### config.mk
export PLATFORM = sky130hd
export DESIGN_NAME = event_time_sorted_queue_core
export DESIGN_NICKNAME = d
export VERILOG_FILES = /design/src/design/etsq_pkg.sv /design/src/design/etsq_ctrl.sv /design/src/design/etsq_dp.sv /design/src/design/event_time_sorted_queue_core.sv
export VERILOG_INCLUDE_DIRS = /design/src /design/src/design
export SDC_FILE = /design/constraint.sdc
export NUM_CORES = 2
export LEC_CHECK = 0
export BUFFER_PORTS_ARGS = -buffer_cell sky130_fd_sc_hd__buf_2
export CORE_MARGIN = 4
export CORE_UTILIZATION = 30
export DETAILED_ROUTE_END_ITERATION = 12
export GPL_TIMING_DRIVEN = 0
export PLACE_DENSITY = 0.55
export SLEW_MARGIN = 40
export SYNTH_ARGS = -nofsm -noshare
export SYNTH_HDL_FRONTEND = slang
export SYNTH_HIERARCHICAL = 1
export SYNTH_SLANG_ARGS = --single-unit
### constraint.sdc
create_clock -name clock -period 16.5 [get_ports clock]
set_clock_uncertainty 0.15 [all_clocks]
set_input_delay 0.825 -clock clock [delete_from_list [all_inputs] [get_ports clock]]
set_output_delay 0.825 -clock clock [all_outputs]
set_load 0.1 [all_outputs]
### src/design/event_time_sorted_queue_core_defines.svh
// Assertion macros shared by the sorted event queue RTL.
// No dependencies; included by the controller and datapath files.
`ifndef EVENT_TIME_SORTED_QUEUE_CORE_DEFINES_SVH
`define EVENT_TIME_SORTED_QUEUE_CORE_DEFINES_SVH

// Same-cycle implication, disabled during reset.
`define ETSQ_CHECK(lbl, clk, rst, ante, cons) \
   lbl: assert property (@(posedge clk) disable iff (rst) (ante) |-> (cons)) \
      else $error("etsq assertion failed");

// Next-cycle implication, disabled during reset.
`define ETSQ_CHECK_NEXT(lbl, clk, rst, ante, cons) \
   lbl: assert property (@(posedge clk) disable iff (rst) (ante) |=> (cons)) \
      else $error("etsq assertion failed");

`endif

### src/design/etsq_pkg.sv
// Shared types and constants for the sorted event queue.
// No dependencies; imported by controller, datapath and top level.
package etsq_pkg;

   localparam int TIME_W        = 31;
   localparam int DEPTH_DEFAULT = 64;
   localparam logic [TIME_W-1:0] HORIZON_RESET = {TIME_W{1'b1}};

   localparam logic KIND_ADD = 1'b0;
   localparam logic KIND_POP = 1'b1;

   // Datapath operations issued by the controller
   typedef enum logic [3:0] {
      OP_NONE,
      OP_ADD_START,
      OP_REJECT,
      OP_POP_EMPTY,
      OP_POP_READ,
      OP_POP_DONE,
      OP_SRCH_READ,
      OP_SRCH_CMP,
      OP_DUP,
      OP_FULL,
      OP_SHIFT_INIT,
      OP_SHIFT_READ,
      OP_SHIFT_WRITE,
      OP_INSERT
   } dp_op_type;

   typedef struct packed {
      dp_op_type op;
      logic      load_rsp;
   } ctrl_cmd_type;

   typedef struct packed {
      logic filter_pass;
      logic is_empty;
      logic is_full;
      logic search_done;
      logic dup_found;
      logic shift_done;
   } dp_status_type;

endpackage

### src/design/etsq_ctrl.sv
// Controller FSM for the sorted event queue: sequences search, shift and pop.
// Depends on etsq_pkg and the shared assertion macro header.
`include "event_time_sorted_queue_core_defines.svh"

module etsq_ctrl
   import etsq_pkg::*;
(
   input  logic          clock,
   input  logic          reset,
   input  logic          req_valid,
   input  logic          req_kind,
   output logic          req_ready,
   output logic          rsp_valid,
   input  logic          rsp_ready,
   input  dp_status_type status,
   output ctrl_cmd_type  cmd
);

   typedef enum logic [2:0] {
      ST_IDLE,
      ST_POP_WAIT,
      ST_SRCH_RD,
      ST_SRCH_CMP,
      ST_SHIFT_RD,
      ST_SHIFT_WR,
      ST_EMIT
   } state_type;

   state_type state_ff, state_in;
   logic      rsp_valid_ff, rsp_valid_in;
   logic      slot_free;

   assign slot_free = !rsp_valid_ff || rsp_ready;
   assign req_ready = (state_ff == ST_IDLE);
   assign rsp_valid = rsp_valid_ff;

   always_comb begin
      cmd      = '{op: OP_NONE, load_rsp: 1'b0};
      state_in = state_ff;
      unique case (state_ff)
         ST_IDLE: begin
            if (req_valid) begin
               if (req_kind == KIND_POP) begin
                  if (status.is_empty) begin
                     cmd.op   = OP_POP_EMPTY;
                     state_in = ST_EMIT;
                  end else begin
                     cmd.op   = OP_POP_READ;
                     state_in = ST_POP_WAIT;
                  end
               end else if (status.filter_pass) begin
                  cmd.op   = OP_ADD_START;
                  state_in = ST_SRCH_RD;
               end else begin
                  cmd.op   = OP_REJECT;
                  state_in = ST_EMIT;
               end
            end
         end
         ST_POP_WAIT: begin
            cmd.op   = OP_POP_DONE;
            state_in = ST_EMIT;
         end
         ST_SRCH_RD: begin
            priority if (!status.search_done) begin
               cmd.op   = OP_SRCH_READ;
               state_in = ST_SRCH_CMP;
            end else if (status.dup_found) begin
               cmd.op   = OP_DUP;
               state_in = ST_EMIT;
            end else if (status.is_full) begin
               cmd.op   = OP_FULL;
               state_in = ST_EMIT;
            end else begin
               cmd.op   = OP_SHIFT_INIT;
               state_in = ST_SHIFT_RD;
            end
         end
         ST_SRCH_CMP: begin
            cmd.op   = OP_SRCH_CMP;
            state_in = ST_SRCH_RD;
         end
         ST_SHIFT_RD: begin
            if (status.shift_done) begin
               cmd.op   = OP_INSERT;
               state_in = ST_EMIT;
            end else begin
               cmd.op   = OP_SHIFT_READ;
               state_in = ST_SHIFT_WR;
            end
         end
         ST_SHIFT_WR: begin
            cmd.op   = OP_SHIFT_WRITE;
            state_in = ST_SHIFT_RD;
         end
         ST_EMIT: begin
            if (slot_free) begin
               cmd.load_rsp = 1'b1;
               state_in     = ST_IDLE;
            end
         end
         default: state_in = ST_IDLE;
      endcase
   end

   always_comb begin
      rsp_valid_in = rsp_valid_ff;
      if (cmd.load_rsp) begin
         rsp_valid_in = 1'b1;
      end else if (rsp_ready) begin
         rsp_valid_in = 1'b0;
      end
   end

   always_ff @(posedge clock) begin
      if (reset) begin
         state_ff     <= ST_IDLE;
         rsp_valid_ff <= 1'b0;
      end else begin
         state_ff     <= state_in;
         rsp_valid_ff <= rsp_valid_in;
      end
   end

   `ETSQ_CHECK(a_load_slot_free, clock, reset, cmd.load_rsp, !rsp_valid_ff || rsp_ready)
   `ETSQ_CHECK_NEXT(a_load_sets_valid, clock, reset, cmd.load_rsp, rsp_valid_ff)

endmodule

### src/design/etsq_dp.sv
// Datapath for the sorted event queue: circular time memory, binary search,
// shift-insert, filter registers and result staging. Depends on etsq_pkg.
`include "event_time_sorted_queue_core_defines.svh"

module etsq_dp
   import etsq_pkg::*;
#(
   parameter int DEPTH = DEPTH_DEFAULT
)(
   input  logic              clock,
   input  logic              reset,
   input  logic [TIME_W-1:0] req_offered_time,
   input  logic [TIME_W-1:0] req_current_time,
   input  logic              csr_wr_en,
   input  logic [TIME_W-1:0] csr_wr_data,
   input  ctrl_cmd_type      cmd,
   output dp_status_type     status,
   output logic [TIME_W-1:0] rsp_popped_time,
   output logic              rsp_was_empty,
   output logic              rsp_accepted,
   output logic              rsp_dropped_full
);

   localparam int AW = $clog2(DEPTH);
   localparam int CW = $clog2(DEPTH + 1);
   localparam int PW = CW + 1;

   // time storage, circular, logical 0 at head_ff
   logic [TIME_W-1:0] slot_mem_ff [DEPTH];
   logic [TIME_W-1:0] rd_data_ff;

   logic [AW-1:0]     head_ff;
   logic [CW-1:0]     count_ff;
   logic [TIME_W-1:0] last_ff;
   logic [TIME_W-1:0] horizon_ff;

   logic [TIME_W-1:0] t_ff;
   logic [CW-1:0]     lo_ff, hi_ff, mid_ff, idx_ff;
   logic              dup_ff;

   logic [TIME_W-1:0] res_popped_ff;
   logic              res_empty_ff, res_acc_ff, res_drop_ff;
   logic [TIME_W-1:0] rsp_popped_ff;
   logic              rsp_empty_ff, rsp_acc_ff, rsp_drop_ff;

   logic [PW-1:0]     lohi_sum;
   logic [CW-1:0]     mid;
   logic              mem_re, mem_we;
   logic [AW-1:0]     rd_addr, wr_addr;
   logic [TIME_W-1:0] wr_data;
   logic              is_full;

   function automatic logic [AW-1:0] phys(input logic [AW-1:0] head,
                                          input logic [CW-1:0] lidx);
      logic [PW-1:0] sum;
      sum = PW'(head) + PW'(lidx);
      if (sum >= PW'(DEPTH)) begin
         sum = sum - PW'(DEPTH);
      end
      return sum[AW-1:0];
   endfunction

   assign lohi_sum = PW'(lo_ff) + PW'(hi_ff);
   assign mid      = lohi_sum[CW:1];
   assign is_full  = (count_ff == CW'(DEPTH));

   assign status.filter_pass = (req_offered_time != last_ff)
                             && (req_offered_time > req_current_time)
                             && (req_offered_time <= horizon_ff);
   assign status.is_empty    = (count_ff == '0);
   assign status.is_full     = is_full;
   assign status.search_done = (lo_ff == hi_ff);
   assign status.dup_found   = dup_ff;
   assign status.shift_done  = (idx_ff == lo_ff);

   always_comb begin
      mem_re  = 1'b0;
      rd_addr = head_ff;
      unique case (cmd.op)
         OP_POP_READ: begin
            mem_re = 1'b1;
         end
         OP_SRCH_READ: begin
            mem_re  = 1'b1;
            rd_addr = phys(head_ff, mid);
         end
         OP_SHIFT_READ: begin
            mem_re  = 1'b1;
            rd_addr = phys(head_ff, idx_ff - CW'(1));
         end
         default: mem_re = 1'b0;
      endcase
   end

   always_comb begin
      mem_we  = 1'b0;
      wr_addr = phys(head_ff, idx_ff);
      wr_data = rd_data_ff;
      unique case (cmd.op)
         OP_SHIFT_WRITE: begin
            mem_we = 1'b1;
         end
         OP_INSERT: begin
            mem_we  = 1'b1;
            wr_addr = phys(head_ff, lo_ff);
            wr_data = t_ff;
         end
         default: mem_we = 1'b0;
      endcase
   end

   always_ff @(posedge clock) begin
      if (mem_we) begin
         slot_mem_ff[wr_addr] <= wr_data;
      end
      if (mem_re) begin
         rd_data_ff <= slot_mem_ff[rd_addr];
      end
   end

   // architectural state
   always_ff @(posedge clock) begin
      if (reset) begin
         head_ff    <= '0;
         count_ff   <= '0;
         last_ff    <= '0;
         horizon_ff <= HORIZON_RESET;
      end else begin
         if (csr_wr_en) begin
            horizon_ff <= csr_wr_data;
         end
         unique case (cmd.op)
            OP_ADD_START: last_ff <= req_offered_time;
            OP_POP_DONE: begin
               head_ff  <= phys(head_ff, CW'(1));
               count_ff <= count_ff - CW'(1);
            end
            OP_INSERT: count_ff <= count_ff + CW'(1);
            default: ;
         endcase
      end
   end

   // working registers and result staging
   always_ff @(posedge clock) begin
      unique case (cmd.op)
         OP_ADD_START: begin
            t_ff   <= req_offered_time;
            lo_ff  <= '0;
            hi_ff  <= count_ff;
            dup_ff <= 1'b0;
         end
         OP_SRCH_READ: mid_ff <= mid;
         OP_SRCH_CMP: begin
            if (rd_data_ff < t_ff) begin
               lo_ff <= mid_ff + CW'(1);
            end else begin
               hi_ff <= mid_ff;
            end
            if (rd_data_ff == t_ff) begin
               dup_ff <= 1'b1;
            end
         end
         OP_SHIFT_INIT:  idx_ff <= count_ff;
         OP_SHIFT_WRITE: idx_ff <= idx_ff - CW'(1);
         default: ;
      endcase

      unique case (cmd.op)
         OP_REJECT: begin
            res_popped_ff <= '0;
            res_empty_ff  <= 1'b0;
            res_acc_ff    <= 1'b0;
            res_drop_ff   <= 1'b0;
         end
         OP_POP_EMPTY: begin
            res_popped_ff <= '0;
            res_empty_ff  <= 1'b1;
            res_acc_ff    <= 1'b0;
            res_drop_ff   <= 1'b0;
         end
         OP_POP_DONE: begin
            res_popped_ff <= rd_data_ff;
            res_empty_ff  <= 1'b0;
            res_acc_ff    <= 1'b0;
            res_drop_ff   <= 1'b0;
         end
         OP_DUP, OP_INSERT: begin
            res_popped_ff <= '0;
            res_empty_ff  <= 1'b0;
            res_acc_ff    <= 1'b1;
            res_drop_ff   <= 1'b0;
         end
         OP_FULL: begin
            res_popped_ff <= '0;
            res_empty_ff  <= 1'b0;
            res_acc_ff    <= 1'b0;
            res_drop_ff   <= 1'b1;
         end
         default: ;
      endcase

      if (cmd.load_rsp) begin
         rsp_popped_ff <= res_popped_ff;
         rsp_empty_ff  <= res_empty_ff;
         rsp_acc_ff    <= res_acc_ff;
         rsp_drop_ff   <= res_drop_ff;
      end
   end

   assign rsp_popped_time  = rsp_popped_ff;
   assign rsp_was_empty    = rsp_empty_ff;
   assign rsp_accepted     = rsp_acc_ff;
   assign rsp_dropped_full = rsp_drop_ff;

   `ETSQ_CHECK(a_count_bound, clock, reset, 1'b1, count_ff <= CW'(DEPTH))
   `ETSQ_CHECK(a_insert_has_room, clock, reset, cmd.op == OP_INSERT, !is_full)
   `ETSQ_CHECK_NEXT(a_pop_decrements, clock, reset, cmd.op == OP_POP_DONE, count_ff == $past(count_ff) - CW'(1))

endmodule

### src/design/event_time_sorted_queue_core.sv
// Top level of the sorted event time queue with duplicate suppression.
// Depends on etsq_pkg, etsq_ctrl and etsq_dp.
//
// Channel   Direction  Handshake                  Payload
// req_      in         req_valid / req_ready      kind, offered_time, current_time
// rsp_      out        rsp_valid / rsp_ready      popped_time, was_empty, accepted,
//                                                 dropped_full
// csr_      in         csr_wr_en (no wait)        horizon
//
// Steps: reject and empty pop go straight to the result, a pop reads the head.
//   An add that passes the filter runs s search steps, s <= ceil(log2(n+1))
//   for n stored times; a duplicate or full set then ends, an insert at
//   position p first shifts n - p entries: every search step and every
//   shifted entry goes through the single read and single write port.
// Reset: synchronous, active high; empties the set, clears the last time that
//   passed the filter, sets horizon to all ones. Memory contents are not cleared.
// Stalls: one transaction at a time; the next request is taken while the
//   previous result still waits in the output register, and the block only
//   holds in its final step when that register is still occupied.
module event_time_sorted_queue_core
   import etsq_pkg::*;
#(
   parameter int DEPTH = DEPTH_DEFAULT
)(
   input  logic              clock,
   input  logic              reset,
   // request transactions
   input  logic              req_valid,
   output logic              req_ready,
   input  logic              req_kind,
   input  logic [TIME_W-1:0] req_offered_time,
   input  logic [TIME_W-1:0] req_current_time,
   // response transactions
   output logic              rsp_valid,
   input  logic              rsp_ready,
   output logic [TIME_W-1:0] rsp_popped_time,
   output logic              rsp_was_empty,
   output logic              rsp_accepted,
   output logic              rsp_dropped_full,
   // horizon register write
   input  logic              csr_wr_en,
   input  logic [TIME_W-1:0] csr_wr_data
);

   ctrl_cmd_type  cmd;
   dp_status_type status;

   // sequencer: handshakes, search/shift steps, result hand-off
   etsq_ctrl u_ctrl (
      .clock     (clock),
      .reset     (reset),
      .req_valid (req_valid),
      .req_kind  (req_kind),
      .req_ready (req_ready),
      .rsp_valid (rsp_valid),
      .rsp_ready (rsp_ready),
      .status    (status),
      .cmd       (cmd)
   );

   // storage, compare logic and result registers
   etsq_dp #(
      .DEPTH (DEPTH)
   ) u_dp (
      .clock            (clock),
      .reset            (reset),
      .req_offered_time (req_offered_time),
      .req_current_time (req_current_time),
      .csr_wr_en        (csr_wr_en),
      .csr_wr_data      (csr_wr_data),
      .cmd              (cmd),
      .status           (status),
      .rsp_popped_time  (rsp_popped_time),
      .rsp_was_empty    (rsp_was_empty),
      .rsp_accepted     (rsp_accepted),
      .rsp_dropped_full (rsp_dropped_full)
   );

endmodule
**Word level (Yosys, flattened, before mapping)**

Memories as Yosys holds them, arrays and structs flattened. A register that Yosys moved wholly into a read port is not among the register bits.
Cells that the tools add are included.

- Bits in registers: 207
- RAM bits: 1984
- Bits of input ports: 99
- Word-level logic and storage cells: 145
- Memories: 1

Memory list:

| memory | depth | bits a word | read ports | clocked after memory_dff | wr ports | line | RTL |
|---|---|---|---|---|---|---|---|
| u_dp.slot_mem_ff | 64 | 31 | 1 | 1 | 1 | etsq_dp.sv:29 | `logic [TIME_W-1:0] slot_mem_ff [DEPTH];` |

- Add/sub/neg operators: 15
- Magnitude comparators: 8
- Eq/ne operators: 29
- Mux-type cells: 47
- Reductions and logical operators: 25

Operators with widths:

| cell | count |
|---|---|
| one-hot mux 31 bit (2 select lines) | 1 |
| one-hot mux 7 bit (2 select lines) | 4 |
| 2-to-1 mux 6 bit | 6 |
| adder 6 x 7 -> 8 bit | 4 |
| greater-or-equal comparator 8 x 7 -> 1 bit, second input constant | 4 |
| equality test 31 bit | 1 |
| greater-than comparator 31 bit | 1 |
| <= comparator 31 bit | 1 |
| less-than comparator 31 bit | 1 |
| 2-to-1 mux 31 bit | 1 |
| inequality test 31 bit | 1 |
| subtractor 6 x 1 -> 6 bit, second input constant | 5 |
| 2-to-1 mux 3 bit | 9 |
| equality test 4 bit, second input constant | 6 |
| one-hot mux 4 bit (6 select lines) | 1 |
| one-hot mux 3 bit (7 select lines) | 1 |
| equality test 4 x 3 -> 1 bit, second input constant | 4 |
| 2-to-1 mux 4 bit | 4 |
| nonzero test 2 bit | 8 |
| OR reduction 5 bit | 3 |
| adder 7 x 1 -> 7 bit, second input constant | 2 |
| equality test 7 bit | 2 |
| 2-to-1 mux 7 bit | 2 |
| subtractor 7 x 1 -> 7 bit, second input constant | 2 |
| 24 further kinds | 50 |

**Logic depth before layout (Yosys ltp)**

- Depth in word-level cells: 12
- Gate-level depth with buffers: 33
- Gate-level depth less buffers: 27

**By module**

The synthesis kept the hierarchy.

By module, submodules not included:

| module | times used | cells each | area each (um^2) | sequential area each (um^2) |
|---|---|---|---|---|
| etsq_dp | 1 | 6088 | 88466.1 | 65853.2 |
| etsq_ctrl | 1 | 54 | 394.1 | 80.1 |

**Worst setup path before layout**

Ideal clock, no wire load.

- Kind: input -> register
- Start point: input port req_current_time[16]
- End point: memory u_dp.slot_mem_ff[0][0], enable pin
- Setup time: 0.419 ns
- Arrival time: 6.771 ns
- Data required time: 15.931 ns
- Path slack: 9.160 ns
- Cell stages on the path: 28
- Buffers on the path: 3
- Cell sequence: inv_1 > ha_1 > a21o_1 > a21o_1 > a211oi_1 > o21ai_0 > o211ai_1 > a31oi_1 > a2111oi_0 > a211oi_1 > or2_2 > a21oi_2 > a221o_1 > buf_4 > nand2b_1 > nor2_1 > inv_1 > clkbuf_1 > clkbuf_1 > nand2_1 > nand2_1 > ha_1 > a21oi_1 > o21bai_1 > a21oi_1 > xor2_1 > nand2_1 > nor2_1

RTL lines:

| what | line | RTL |
|---|---|---|
| start, declared | event_time_sorted_queue_core.sv:32 | `input logic [TIME_W-1:0] req_current_time,` |
| end, declared | etsq_dp.sv:29 |  |

==> results.yml <==
status:
  outcome: "completed"
yosys:
  synth_area_per_cell_um2: 14.5
  yosysTopAreaCell: "edfxtp_1"
  syn_nets: 6363
  synth_area_um2: 88900
  synthArstFlopShare_pct: 0
  synth_edf_count: 2143
  ys_ff_latch: 2222
  synth_common_cells: "2,143 x edfxtp_1, 1,094 x nand2_1, 802 x a21oi_1"
  synth_top_area_share_pct: 72.4
  synth_area_leaders: "edfxtp_1 72%, nand2_1 4.6%, a21oi_1 4.5%, mux4_2 3.1%, a22oi_1 2.9%"
  syn_inst: 6142
  synth_warnings: 6
  yosysMostFrequentCell: "edfxtp_1"
  yosysSeqAreaShare_pct: 74.2
  dominantRegCellSynth: "edfxtp_1"
  yosysUniqueCellTypes: 64
layout:
  regArea_um2: 65900
  nNetsFinal: 6970
  drive_gt1_share_pct: 15.6
  fin_area_um2: 107000
  syn2layout_area_growth_pct: 20.8
  fillers: 27700
  multi_input_area_um2: 22000
worst_setup_path:
  cp_max_fo: 10
  rrSetupSlack_ns: 6.73
  critPathCaptureType: "register"
  r2r_start: "u_dp/horizon_ff[1]"
  r2r_cells: 32
  criticalPathCategory: "register to register"
  endpoint: "u_dp/rd_data_ff[9]"
  start_kind: "register"
  crit_start: "u_dp/horizon_ff[1]"
  cp_slowest_cell: "nor3_1"
  crit_required_ns: 16.97
  reg2reg_to: "u_dp/rd_data_ff[9]"
  max_stage_delay_ns: 0.78
  cp.arrival_ns: 10.24
placed_design:
  dp_hpwl_um: 203000
  gp_congestion: 0.985
  pre_cts_ws_ns: 6.14
  placed_area_um2: 99900
  io_buffers: 133
clocking:
  post_cts_buffers: 0
  cts_root_buf: "clkbuf_16"
  clkSinkCount: 2222
  cts_buffer_depth: 3
  path_clk_slew_ns: 0.06
  insertion_delay_ns: 0.87
  cts_max_level: 4
  cts_resized: 0
  cts_tree: "built"
  cts_buffers: 222
  hold_buffers: 21
power_and_ir_drop:
  p_leak_nw: 37.1
  p_clk_share_pct: 22.6
  p_comb_share_pct: 43.4
  sequentialPowerShare_pct: 33.9
  total_power_mw: 22.2
  power.density_nw_per_um2: 206
  p_int_mw: 13.0
  power.switching_mw: 9.12
  ir_drop_mv: 0.136
  swShare_pct: 41.1
timing:
  finalWorstSetupSlack_ns: 6.73
  setup-tns-final_ns: 0
  drv_slew: 0
  rsz0062_at_grt: "false"
  finalHoldViolCount: 0
  tightestPinTransition_ns: 0.991
  setup_viol: 0
  fin_crit_ns: 9.77
  final.period_utilization_pct: 59.2
  maxSlewHeadroom_pct: 33.5
  max_freq_ghz: 0.102
detailed_routing:
  drt_first_iter_violations: 7263
  ant_nets: 0
  viasPerCell: 5.21
  drcViolationCount: 0
  wl_per_cell_um: 25.5
  wirelength_um: 277000
  via_count: 56500
  dr.pass1.iters: 6
global_route:
  grt_max_degree: 35
  grt_use_total_pct: 17.5
  grt-ovfl-total: 0
  grt_pass1_wl_um: 393000
  grt_pass1_vias: 54400
  antenna_found_initial: 21
floorplanning:
  start_util_pct: 30.2
  die_y_um: 552
  pin_count: 135
  dieArea_um2: 305000
  die_w_um: 552
  coreArea_um2: 294000
  rows: 199
run:
  drv_cap: 0
min_path:
  hold_depth: 3
  hp-class: "input port to register"
-- registers in the layout, summed over array words and instances (netlist names), 31 cells and up --
| name | count |
|---|---|
| u_dp/rd_data_ff | 31 |
| u_dp/res_popped_ff | 31 |
| u_dp/slot_mem_ff | 1984 |
| u_dp/horizon_ff | 31 |
| u_dp/rsp_popped_time | 31 |
| u_dp/t_ff | 31 |
| u_dp/last_ff | 31 |
-- worst min-delay path by stage --
stage | start | end | slack [ns]
final | csr_wr_data[10] | u_dp/horizon_ff[10] | 0.07
after global placement | u_dp/res_popped_ff[10] | u_dp/rsp_popped_time[10] | 0.26
after global routing | csr_wr_data[9] | u_dp/horizon_ff[9] | 0.03
after CTS | csr_wr_data[7] | u_dp/horizon_ff[7] | 0.0004
after detailed placement | u_dp/res_popped_ff[26] | u_dp/rsp_popped_time[26] | 0.26
after floorplan | u_dp/res_acc_ff | u_dp/rsp_accepted | 0.25
-- placed cells by master, fill, tap and decap left out, types with 11 or more instances in the layout --
master	netlist	routed
a21oi_1	802	802
o22ai_1	125	125
inv_1	110	110
buf_4	12	17
nor2b_1	12	12
xnor2_1	46	45
a22oi_1	340	340
mux4_2	124	124
o21ai_0	69	37
dfxtp_1	79	79
nand3_1	136	134
o32a_1	32	32
nor2_4	0	65
ha_1	118	118
nand2_2	1	15
clkinv_2	0	44
nor2_1	161	95
bufinv_16	0	24
buf_1	43	40
dlygate4sd3_1	0	21
edfxtp_1	2143	2143
a32oi_1	30	30
clkinv_1	0	46
xor2_1	26	26
nor3_1	73	48
nand2_1	1094	1079
buf_2	94	230
o211ai_1	33	33
a21o_1	41	40
clkbuf_1	234	270
nand4_1	30	30
nand2b_1	11	11
buf_16	0	78
nor3_2	0	25
o21ai_4	0	31
nor4_1	12	12
mux2i_1	36	35
clkinvlp_4	0	11
buf_8	0	142
clkbuf_16	0	222
-- power by group through the flow --
stage	combinational, mW	clock [mW]	sequential (mW)
final	9.63	5.02	7.52
after global routing	10.1	5.35	7.54
after CTS	9.49	5.10	7.52
after detailed placement	9.44	0	7.64
after global placement	8.53	0	8.11
after floorplan	4.76	0	7.80
-- metrics by stage --
stage	hold slack, ns	utilization [%]	cells
CTS	0.000430	36.5	10900
global placement	0.260	32.1	10200
finish	0.0672	36.5	10900
detailed placement	0.263	33.9	10400
global route	0.0334	36.5	10900
floorplan	0.250	-	6142
-- logic make-up (layout without fill, tap and decap cells) --
kind of cell	after synthesis	in the layout	synth area share, %
compound gates	1511	1511	10.3
xor+xnor	72	72	0.710
fa+ha+maj	122	122	1.75
buf+inv	494	1291	2.28
flops	2222	2222	74.2
mux	161	161	3.56
other cells	0	3	0
simple gates	1560	1560	7.21
-- critical path: cells and delay by family (launching register included) --
kind | cells | cell delay [ns]
xor gates and xnor gates | 1 | 0.15
DFF | 1 | 0.30
AOI/OAI and AO/OA | 16 | 3.56
buffers and inverters | 7 | 2.25
and+or+nand+nor | 5 | 2.06
adders and majority gates | 3 | 1.00
-- area by class of cell --
type	instances	area share [%]
Antenna cell	3	0.00699
Sequential cell	2222	61.4
Inverter	110	0.385
Tap cell	3919	4.57
Multi-Input combinational cell	3426	20.5
Clock buffer	268	5.34
Clock inverter	146	1.42
Buffer	384	1.52
Timing Repair Buffer	383	4.89
-- routing by layer --
layer	share of wire [%]	GRT usage [%]
met3	9.3	3.91
met5	0.040	0
met1	41	23.9
met2	46	27.2
met4	4.2	7.06
(Power assumes the default switching activity.)
